$ cat src/sv/jwrs_pkg.sv
// Package for the jagged wipe row span generator.
// Holds widths, register indexes, pipeline sizes and the gradient step function.
// No dependencies; used by every module of the block.
`timescale 1ns / 1ps

package jwrs_pkg;

  // Field widths.
  localparam int unsigned SCREEN_W  = 12;
  localparam int unsigned GRAD_W    = 10;
  localparam int unsigned COUNT_W   = 16;
  localparam int unsigned RAND_W    = 15;
  localparam int unsigned LEVEL_W   = 21;
  localparam int unsigned CFG_ADDR_W = 4;
  localparam int unsigned CFG_DATA_W = 16;

  // Largest usable screen width.
  localparam logic [SCREEN_W-1:0] MAX_SCREEN_WIDTH = 12'd4095;

  // Configuration register indexes.
  localparam logic [CFG_ADDR_W-1:0] REG_SCREEN_WIDTH = 4'd0;
  localparam logic [CFG_ADDR_W-1:0] REG_GRAD_ENABLE  = 4'd1;
  localparam logic [CFG_ADDR_W-1:0] REG_GRAD_WIDTH   = 4'd2;
  localparam logic [CFG_ADDR_W-1:0] REG_COUNT_MAX    = 4'd3;

  // Reset values of the configuration registers.
  localparam logic [SCREEN_W-1:0] SCREEN_WIDTH_RST = 12'd640;
  localparam logic [COUNT_W-1:0]  COUNT_MAX_RST    = 16'd1;

  // Start edge scales by W/32768, end edge by W/65536.
  localparam int unsigned START_SHIFT = 15;
  localparam int unsigned END_SHIFT   = 16;

  // Products of the edge stage.
  localparam int unsigned EDGE_PROD_W = RAND_W + SCREEN_W;
  localparam int unsigned START_MAG_W = 13;   // start edge magnitude, at most 5117
  localparam int unsigned SPAN_W      = 14;   // end minus start, at most 11259

  // Interpolation divider sizes.
  localparam int unsigned NUM_W      = SPAN_W + COUNT_W;
  localparam int unsigned DEN_W      = COUNT_W;
  localparam int unsigned TAG_W      = START_MAG_W;
  localparam int unsigned DIV_STEPS  = 2;
  localparam int unsigned DIV_STAGES = NUM_W / DIV_STEPS;

  // Edge position width (signed) and request to result latency.
  localparam int unsigned POS_W   = NUM_W + 1;
  localparam int unsigned LATENCY = DIV_STAGES + 5;

  // Gradient levels.
  localparam int unsigned DELTA_W = 9;
  localparam logic [DELTA_W-1:0] GRAD_DELTA_ZERO = 9'd4;
  localparam logic signed [LEVEL_W+3:0] LEVEL_FULL = 25'sd256;
  localparam logic signed [LEVEL_W+3:0] LEVEL_MIN  = -25'sd1048576;

  // Gradient step per pixel: 256 divided by the band width, truncated.
  // A band width of zero uses a fixed step.
  function automatic logic [DELTA_W-1:0] grad_delta(input logic [GRAD_W-1:0] g);
    logic [DELTA_W-1:0] r;
    case (g) inside
      10'd0:             r = GRAD_DELTA_ZERO;
      10'd1:             r = 9'd256;
      10'd2:             r = 9'd128;
      10'd3:             r = 9'd85;
      10'd4:             r = 9'd64;
      10'd5:             r = 9'd51;
      10'd6:             r = 9'd42;
      10'd7:             r = 9'd36;
      10'd8:             r = 9'd32;
      10'd9:             r = 9'd28;
      10'd10:            r = 9'd25;
      10'd11:            r = 9'd23;
      10'd12:            r = 9'd21;
      10'd13:            r = 9'd19;
      10'd14:            r = 9'd18;
      10'd15:            r = 9'd17;
      10'd16:            r = 9'd16;
      10'd17:            r = 9'd15;
      10'd18:            r = 9'd14;
      10'd19:            r = 9'd13;
      [10'd20:10'd21]:   r = 9'd12;
      [10'd22:10'd23]:   r = 9'd11;
      [10'd24:10'd25]:   r = 9'd10;
      [10'd26:10'd28]:   r = 9'd9;
      [10'd29:10'd32]:   r = 9'd8;
      [10'd33:10'd36]:   r = 9'd7;
      [10'd37:10'd42]:   r = 9'd6;
      [10'd43:10'd51]:   r = 9'd5;
      [10'd52:10'd64]:   r = 9'd4;
      [10'd65:10'd85]:   r = 9'd3;
      [10'd86:10'd128]:  r = 9'd2;
      [10'd129:10'd256]: r = 9'd1;
      default:           r = 9'd0;
    endcase
    return r;
  endfunction

endpackage

$ cat src/sv/jwrs_div.sv
// Pipelined restoring divider for the edge interpolation of the row span generator.
// Retires DIV_STEPS quotient bits per stage and carries a tag alongside each request.
// Depends on jwrs_pkg.
`timescale 1ns / 1ps

module jwrs_div (
  input  logic                       clk_i,
  input  logic                       rst_ni,
  input  logic                       in_vld_i,
  input  logic [jwrs_pkg::NUM_W-1:0] in_num_i,
  input  logic [jwrs_pkg::TAG_W-1:0] in_tag_i,
  input  logic [jwrs_pkg::DEN_W-1:0] divisor_i,
  output logic                       out_vld_o,
  output logic [jwrs_pkg::NUM_W-1:0] out_quot_o,
  output logic [jwrs_pkg::TAG_W-1:0] out_tag_o
);
  import jwrs_pkg::*;

  logic [DIV_STAGES-1:0] vld_q;
  logic [DEN_W-1:0]      rem_q [DIV_STAGES];
  logic [DEN_W-1:0]      rem_d [DIV_STAGES];
  logic [NUM_W-1:0]      num_q [DIV_STAGES];
  logic [NUM_W-1:0]      num_d [DIV_STAGES];
  logic [TAG_W-1:0]      tag_q [DIV_STAGES];

  // Each stage shifts in the next dividend bits and subtracts where the divisor fits.
  // Quotient bits replace the dividend bits as they shift out.
  always_comb begin
    logic [DEN_W:0]   trial;
    logic [DEN_W-1:0] rem;
    logic [NUM_W-1:0] num;
    for (int s = 0; s < DIV_STAGES; s++) begin
      if (s == 0) begin
        rem = '0;
        num = in_num_i;
      end else begin
        rem = rem_q[s-1];
        num = num_q[s-1];
      end
      for (int k = 0; k < DIV_STEPS; k++) begin
        trial = {rem, num[NUM_W-1]};
        num   = {num[NUM_W-2:0], 1'b0};
        if (trial >= {1'b0, divisor_i}) begin
          rem    = DEN_W'(trial - {1'b0, divisor_i});
          num[0] = 1'b1;
        end else begin
          rem = trial[DEN_W-1:0];
        end
      end
      rem_d[s] = rem;
      num_d[s] = num;
    end
  end

  // Valid bits travel with the data.
  always_ff @(posedge clk_i or negedge rst_ni) begin
    if (!rst_ni) begin
      vld_q <= '0;
    end else begin
      vld_q <= {vld_q[DIV_STAGES-2:0], in_vld_i};
    end
  end

  // Stage payload.
  always_ff @(posedge clk_i) begin
    for (int s = 0; s < DIV_STAGES; s++) begin
      rem_q[s] <= rem_d[s];
      num_q[s] <= num_d[s];
      tag_q[s] <= (s == 0) ? in_tag_i : tag_q[(s == 0) ? 0 : s-1];
    end
  end

  assign out_vld_o  = vld_q[DIV_STAGES-1];
  assign out_quot_o = num_q[DIV_STAGES-1];
  assign out_tag_o  = tag_q[DIV_STAGES-1];

endmodule

$ cat src/sv/jagged_wipe_row_spans_top.sv
// Jagged wipe row span generator: one screen row per request, fully pipelined.
// Pipeline: an accepted request passes through the edge stages, the DIV_STAGES divider
// stages, a position stage and an output stage before the result strobe rises.
// Throughput: one request per cycle; busy_o stays low, the divider stages set the depth.
// Reset (rst_ni low, asynchronous) clears all valid bits and restores register defaults.
// Depends on jwrs_pkg and jwrs_div.
`timescale 1ns / 1ps

module jagged_wipe_row_spans_top (
  input  logic                            clk_i,
  input  logic                            rst_ni,
  input  logic                            start_i,
  output logic                            busy_o,
  input  logic [jwrs_pkg::RAND_W-1:0]     rand_start_i,
  input  logic [jwrs_pkg::RAND_W-1:0]     rand_end_i,
  input  logic [jwrs_pkg::COUNT_W-1:0]    frame_count_i,
  output logic                            valid_o,
  output logic [jwrs_pkg::SCREEN_W-1:0]   left_run_o,
  output logic [jwrs_pkg::GRAD_W-1:0]     grad_run_o,
  output logic signed [jwrs_pkg::LEVEL_W-1:0] grad_level_o,
  output logic [jwrs_pkg::SCREEN_W-1:0]   right_run_o,
  input  logic                            cfg_valid_i,
  output logic                            cfg_ready_o,
  input  logic [jwrs_pkg::CFG_ADDR_W-1:0] cfg_addr_i,
  input  logic [jwrs_pkg::CFG_DATA_W-1:0] cfg_data_i
);
  import jwrs_pkg::*;

  logic [SCREEN_W-1:0] screen_width_q;
  logic                grad_enable_q;
  logic [GRAD_W-1:0]   grad_width_q;
  logic [COUNT_W-1:0]  count_max_q;

  logic [SCREEN_W-1:0] w_eff;
  logic [COUNT_W-1:0]  cm_eff;
  logic [DELTA_W-1:0]  delta;

  logic                   s1_vld_q;
  logic [EDGE_PROD_W-1:0] s1_prod_s_q;
  logic [EDGE_PROD_W-1:0] s1_prod_e_q;
  logic [COUNT_W-1:0]     s1_cnt_q;

  logic                   s2_vld_q;
  logic [START_MAG_W-1:0] s2_mag_q;
  logic [START_MAG_W-1:0] s2_mag_d;
  logic [SPAN_W-1:0]      s2_span_q;
  logic [SPAN_W-1:0]      s2_span_d;
  logic [COUNT_W-1:0]     s2_cnt_q;

  logic                   s3_vld_q;
  logic [NUM_W-1:0]       s3_num_q;
  logic [START_MAG_W-1:0] s3_mag_q;

  logic                   div_vld;
  logic [NUM_W-1:0]       div_quot;
  logic [START_MAG_W-1:0] div_mag;

  logic                    pos_vld_q;
  logic signed [POS_W-1:0] pos_q;
  logic signed [POS_W-1:0] pos_d;

  logic signed [POS_W:0]       pos_g;
  logic [SCREEN_W-1:0]         lp;
  logic [SCREEN_W-1:0]         rp;
  logic signed [23:0]          lvl_prod;
  logic signed [LEVEL_W+3:0]   lvl_sum;
  logic signed [LEVEL_W-1:0]   level;

  logic                        valid_q;
  logic [SCREEN_W-1:0]         left_run_q;
  logic [SCREEN_W-1:0]         left_run_d;
  logic [GRAD_W-1:0]           grad_run_q;
  logic [GRAD_W-1:0]           grad_run_d;
  logic signed [LEVEL_W-1:0]   grad_level_q;
  logic signed [LEVEL_W-1:0]   grad_level_d;
  logic [SCREEN_W-1:0]         right_run_q;
  logic [SCREEN_W-1:0]         right_run_d;

  // The pipeline never stalls, so requests and register writes are always taken.
  assign busy_o      = 1'b0;
  assign cfg_ready_o = 1'b1;

  // Configuration registers.
  always_ff @(posedge clk_i or negedge rst_ni) begin
    if (!rst_ni) begin
      screen_width_q <= SCREEN_WIDTH_RST;
      grad_enable_q  <= 1'b0;
      grad_width_q   <= '0;
      count_max_q    <= COUNT_MAX_RST;
    end else if (cfg_valid_i && cfg_ready_o) begin
      case (cfg_addr_i)
        REG_SCREEN_WIDTH: screen_width_q <= cfg_data_i[SCREEN_W-1:0];
        REG_GRAD_ENABLE:  grad_enable_q  <= cfg_data_i[0];
        REG_GRAD_WIDTH:   grad_width_q   <= cfg_data_i[GRAD_W-1:0];
        REG_COUNT_MAX:    count_max_q    <= cfg_data_i[COUNT_W-1:0];
        default: ;
      endcase
    end
  end

  // Effective width, frame range and gradient step.
  assign w_eff  = (screen_width_q > MAX_SCREEN_WIDTH) ? MAX_SCREEN_WIDTH : screen_width_q;
  assign cm_eff = (count_max_q == '0) ? COUNT_W'(1) : count_max_q;
  assign delta  = grad_delta(grad_width_q);

  // Stage 1: scale both random words by the screen width.
  always_ff @(posedge clk_i) begin
    s1_prod_s_q <= EDGE_PROD_W'(rand_start_i) * EDGE_PROD_W'(w_eff);
    s1_prod_e_q <= EDGE_PROD_W'(rand_end_i) * EDGE_PROD_W'(w_eff);
    s1_cnt_q    <= frame_count_i;
  end

  // Stage 2: start edge magnitude (start is never positive) and span to the end edge.
  always_comb begin
    s2_mag_d = START_MAG_W'(s1_prod_s_q >> START_SHIFT)
             + (grad_enable_q ? START_MAG_W'(grad_width_q) : '0);
    s2_span_d = SPAN_W'(w_eff) + SPAN_W'(s1_prod_e_q >> END_SHIFT) + SPAN_W'(s2_mag_d);
  end

  always_ff @(posedge clk_i) begin
    s2_mag_q  <= s2_mag_d;
    s2_span_q <= s2_span_d;
    s2_cnt_q  <= s1_cnt_q;
  end

  // Stage 3: span times frame count.
  always_ff @(posedge clk_i) begin
    s3_num_q <= NUM_W'(s2_span_q) * NUM_W'(s2_cnt_q);
    s3_mag_q <= s2_mag_q;
  end

  // Front stage valid bits.
  always_ff @(posedge clk_i or negedge rst_ni) begin
    if (!rst_ni) begin
      s1_vld_q <= 1'b0;
      s2_vld_q <= 1'b0;
      s3_vld_q <= 1'b0;
    end else begin
      s1_vld_q <= start_i && !busy_o;
      s2_vld_q <= s1_vld_q;
      s3_vld_q <= s2_vld_q;
    end
  end

  // Divide by the frame count at which the wipe completes.
  jwrs_div u_div (
    .clk_i      (clk_i),
    .rst_ni     (rst_ni),
    .in_vld_i   (s3_vld_q),
    .in_num_i   (s3_num_q),
    .in_tag_i   (s3_mag_q),
    .divisor_i  (cm_eff),
    .out_vld_o  (div_vld),
    .out_quot_o (div_quot),
    .out_tag_o  (div_mag)
  );

  // Edge position: start edge plus the interpolated distance.
  assign pos_d = $signed({1'b0, div_quot}) - $signed(POS_W'(div_mag));

  always_ff @(posedge clk_i) begin
    pos_q <= pos_d;
  end

  // Clamp the edge and the band end to the screen, and form the band start level.
  always_comb begin
    pos_g = $signed({pos_q[POS_W-1], pos_q}) + $signed((POS_W+1)'(grad_width_q));

    if (pos_q[POS_W-1]) begin
      lp = '0;
    end else if (pos_q > $signed(POS_W'(w_eff))) begin
      lp = w_eff;
    end else begin
      lp = pos_q[SCREEN_W-1:0];
    end

    if (pos_g[POS_W]) begin
      rp = '0;
    end else if (pos_g > $signed((POS_W+1)'(w_eff))) begin
      rp = w_eff;
    end else begin
      rp = pos_g[SCREEN_W-1:0];
    end

    // A negative edge is never below minus 5117, so its low bits carry the value.
    lvl_prod = $signed(pos_q[13:0]) * $signed({1'b0, delta});
    lvl_sum  = LEVEL_FULL + $signed({lvl_prod[23], lvl_prod});
    if (!pos_q[POS_W-1]) begin
      level = LEVEL_W'(LEVEL_FULL);
    end else if (lvl_sum < LEVEL_MIN) begin
      level = LEVEL_W'(LEVEL_MIN);
    end else begin
      level = lvl_sum[LEVEL_W-1:0];
    end

    left_run_d = lp;
    if (grad_enable_q) begin
      grad_run_d   = GRAD_W'(rp - lp);
      grad_level_d = level;
      right_run_d  = w_eff - rp;
    end else begin
      grad_run_d   = '0;
      grad_level_d = '0;
      right_run_d  = '0;
    end
  end

  // Output registers.
  always_ff @(posedge clk_i) begin
    left_run_q   <= left_run_d;
    grad_run_q   <= grad_run_d;
    grad_level_q <= grad_level_d;
    right_run_q  <= right_run_d;
  end

  // Back stage valid bits.
  always_ff @(posedge clk_i or negedge rst_ni) begin
    if (!rst_ni) begin
      pos_vld_q <= 1'b0;
      valid_q   <= 1'b0;
    end else begin
      pos_vld_q <= div_vld;
      valid_q   <= pos_vld_q;
    end
  end

  assign valid_o      = valid_q;
  assign left_run_o   = left_run_q;
  assign grad_run_o   = grad_run_q;
  assign grad_level_o = grad_level_q;
  assign right_run_o  = right_run_q;

endmodule

$ cat config.mk
export PLATFORM = sky130hd
export DESIGN_NAME = jagged_wipe_row_spans_top
export DESIGN_NICKNAME = d
export VERILOG_FILES = /design/src/sv/jwrs_pkg.sv /design/src/sv/jwrs_div.sv /design/src/sv/jagged_wipe_row_spans_top.sv
export SDC_FILE = /design/constraint.sdc
export NUM_CORES = 2
export LEC_CHECK = 0
export ABC_AREA = 1
export BUFFER_PORTS_ARGS = -buffer_cell sky130_fd_sc_hd__clkbuf_2
export CORE_ASPECT_RATIO = 2
export CORE_UTILIZATION = 48
export DETAILED_ROUTE_END_ITERATION = 10
export GPL_TIMING_DRIVEN = 0
export PLACE_DENSITY = 0.66
export SKIP_LAST_GASP = 1
export SLEW_MARGIN = 15
export SYNTH_ARGS = -nofsm -noshare
export SYNTH_HDL_FRONTEND = slang
export SYNTH_HIERARCHICAL = 1
export SYNTH_SLANG_ARGS = --single-unit
$ cat constraint.sdc
create_clock -name clk_i -period 21.7 [get_ports clk_i]
set_clock_uncertainty 0.2 [all_clocks]
set_input_delay 4.34 -clock clk_i [delete_from_list [all_inputs] [get_ports clk_i]]
set_output_delay 4.34 -clock clk_i [all_outputs]
set_load 0.1 [all_outputs]
==> results by group <==
Route
  – Final WL: roughly 260000 um
  – Routed length per instance: about 19 um
  – Initial DRC count: approximately 3.6k
  – Final ANT Viol Nets: 0
  – DR pass1 iterations: 6
  – Drt drc: 0
  – Routed vias: ~70k
  – Via density: 5.32

Clock network
  – Setup Fix Bufs, Post-CTS: 0
  – TritonCTS buffer count: 98
  – Cts hold-fix bufs: 0
  – TritonCTS Sinks: 1139
  – Post_cts resized: 0
  – Max Buffers Root-to-Sink: 3
  – TritonCTS clock tree: yes
  – H-tree levels: 3
  – Clock root buffer: clkbuf_16
  – CTS clock-pin slew for the worst setup and hold paths: 0.07 ns
  – Clk_lat worst skew: 0.74 ns

Layout
  – Syn-to-layout area delta: 9.04%
  – Final nets: 12.6k
  – Final instance area: just over 90000 um^2
  – Commonest non-fill, non-tap cells in the layout: 3104 x nand2_1, 1632 x inv_1, 1080 x dfxtp_1, 847 x ha_1, 616 x nand3_1
  – Share of cells above drive strength 1: under 10%
  – Layout fillers: ~17k
  – Commonest non-fill, non-tap cell in the layout: nand2_1
  – Final Non-Filler Cells: about 13k

Worst setup path
  – CP Launch Point: rand_start_i[1]
  – Top cell by count, worst path: nand2_1
  – Slowest CP cell: o41ai_1
  – CP Launch Type: input port
  – Worst-path maximum fanout: 10
  – Critical path type: in -> reg
  – Setup crit end kind: register
  – Critical Path, Cell by Cell: clkbuf_2 -> clkbuf_1 -> nand2_1 -> fa_1 -> inv_1 -> ha_1 -> fa_1 -> ha_1 -> inv_1 -> fa_1 -> inv_1 -> ha_1 -> nand2_1 -> o41ai_1 -> a31oi_1 -> o21ai_0 -> nand2_1 -> nand2_1 -> nand3b_1 -> nand3_1 -> xor2_1
  – Worst EP arrival: between 10 and 15 ns
  – Slowest stage delay, CP: a little under 1 ns
  – Critical R2R Launch: grad_width_q[9]$_DFFE_PN0P_
  – WP data required: roughly 22 ns

Timing
  – Max_slew headroom: about 20%
  – Slew Viols, Final: 0
  – Setup TNS: 0 ns
  – Fin. Hold Viols: 0
  – Final worst path period share: ~44%
  – Unrepaired setup endpoints after global routing: false
  – Period minus WS final: between 9 and 10 ns
  – Setup-failing EPs final: 0
  – Max Clk Rate: around 0.10 GHz
  – Slew @ Worst Pin: 1.19 ns

Placed design
  – Final HPWL DP: around 210000 um
  – Placed Area: 87000 um^2
  – Placed Cells: about 13k
  – Placer's final routability congestion estimate: 1.02
  – Number of buffers added on ports: between 100 and 150

Synthesis
  – Synthesized area per cell: approximately 7.6 um^2
  – Post-synthesis sequential area ratio: roughly 28%
  – Dominant synthesized flop cell: dfxtp_1
  – Asr flop ratio synth: just over 5%
  – Netlist cell types: 66
  – Cells after synthesis: ~11k
  – Synth warn: 6
  – Syn nets: 12.4k
  – Mapped Area: 83100 um^2
  – Flops & latches, synth: ~1.1k
  – Post-synth EDFFs: 0

Die
  – Rows: around 220
  – Die width: roughly 300 um
  – Die Span Y: just under 600 um
  – Total die area: between 150000 and 200000 um^2
  – I/O pin cnt: about 130
  – Core Area: between 150000 and 200000 um^2
  – Initial Util: just under 50%

Global route
  – First-pass GRT wire length: about 400000 um
  – Gr usage total: about 30%
  – Gr ovfl total: 0
  – Vias in the first global route: 75.2k
  – Initial antenna violation count: 13
  – Largest net degree at the start of global routing: 45

Run status
  – Status: complete, no violations

Min path
  – Hold_sp: u_div/num_q[0][25]$_DFF_P_
  – Worst hold path type: reg -> reg

Run
  – Max Cap Viol: 0
[final cells by class]
class                   instances  area (um^2)  area share (%)
diodes                          7         17.5          0.0193
clock inverters                70          908            1.00
multi-input cells            7738        52100            57.5
well taps                    2278         2850            3.15
inverters                    1688         6380            7.04
repair buffers                141         1050            1.16
plain buffers                 299         1580            1.74
flip-flops and latches       1139        23100            25.5
clock buffers                 116         2630            2.90
[critical path, delay by kind of cell]
kind | cells | cell delay (ns)
xor gates and xnor gates | 1 | 0.15
and+or+nand+nor | 6 | 0.66
buffers and inverters | 5 | 0.69
adders and majority gates | 6 | 2.35
AOI/OAI and AO/OA | 3 | 1.87
[per-layer routing]
metal	vias to the layer above	global-route usage (%)	wire length, um
met3	1111	3.85	11000
met4	8	28.2	28900
met2	2222	56.5	136000
met5	-	0	46
li1	34700	-	-
met1	33700	27.5	85300
[worst paths after layout]
path / to / slack (ns) / depth (start not counted)
setup reg to reg: grad_level_o[15]$_SDFF_PP0_ / 12.71 / 36
min in group asynchronous: count_max_q[13]$_DFFE_PN0P_ / 3.32 / 1
setup / recovery: s1_prod_s_q[25]$_DFF_P_ / 12.09 / 21
hold reg to reg: u_div/num_q[0][57]$_DFF_P_ / 0.1 / 0
max in group asynchronous: screen_width_q[9]$_DFFE_PN1P_ / 17.37 / 2
hold / removal: u_div/num_q[0][57]$_DFF_P_ / 0.1 / 0
[logic make-up (layout without fill, tap and decap cells)]
| group | after synthesis | in the layout | share of synthesized area (%) |
|---|---|---|---|
| other cells | 2 | 9 | 0.00904 |
| simple gates | 4740 | 4740 | 23.9 |
| xor+xnor | 414 | 414 | 4.37 |
| mux | 4 | 4 | 0.0542 |
| flops | 1139 | 1139 | 27.8 |
| buf+inv | 1987 | 2314 | 9.53 |
| compound gates | 1154 | 1154 | 7.63 |
| fa+ha+maj | 1424 | 1424 | 26.7 |
[metrics by stage]
stage               util (%)  hold WS (ns)  worst slack, ns
detailed placement      50.7         0.112            11.48
global route            52.8         0.106            11.90
global placement        50.4         0.110            11.50
floorplan                  -         0.110            12.67
finish                  52.8        0.0953            12.09
CTS                     52.8        0.0959            12.22
[registers in the layout, summed over array words and instances (netlist names), 11 cells and up]
register and cells:
grad_level_o 21, count_max_q 16, u_div/vld_q 15, right_run_o 12
s2_mag_q 13, s1_prod_e_q 11, u_div/tag_q 195, s2_span_q 14
s1_cnt_q 16, screen_width_q 12, u_div/rem_q 224, pos_q 31
s3_num_q 30, s1_prod_s_q 12, s2_cnt_q 16, left_run_o 12
u_div/num_q 450, s3_mag_q 13
[synth_stat cells (all sizes together) (3+ instances only)]
cell type | number | share of area (%)
buf | 132 | 1.1
xnor2 | 164 | 1.7
nor2 | 642 | 3.1
o31ai | 3 | 0.027
ha | 847 | 13
a21oi | 561 | 3.4
dfxtp | 1080 | 26
dfstp | 3 | 0.095
and2 | 13 | 0.098
a31o | 12 | 0.13
o21ai | 398 | 2.5
nand2 | 3143 | 14
nor3 | 68 | 0.43
o21a | 25 | 0.23
dfrtp | 56 | 1.7
a21o | 35 | 0.32
nand3b | 44 | 0.40
nor4 | 38 | 0.29
o21bai | 31 | 0.28
a31oi | 36 | 0.27
nand4 | 106 | 0.85
inv | 1684 | 7.6
xor2 | 250 | 2.6
clkbuf | 167 | 0.75
mux2 | 4 | 0.054
or2 | 46 | 0.35
clkinv | 4 | 0.018
nand3 | 635 | 3.9
fa | 577 | 14
o211ai | 17 | 0.15
a21boi | 7 | 0.063
a211oi | 19 | 0.17
Power is left out: the tool's default activity adds up to more than one toggle a clock period on the data nets, which glitch-free logic cannot reach.
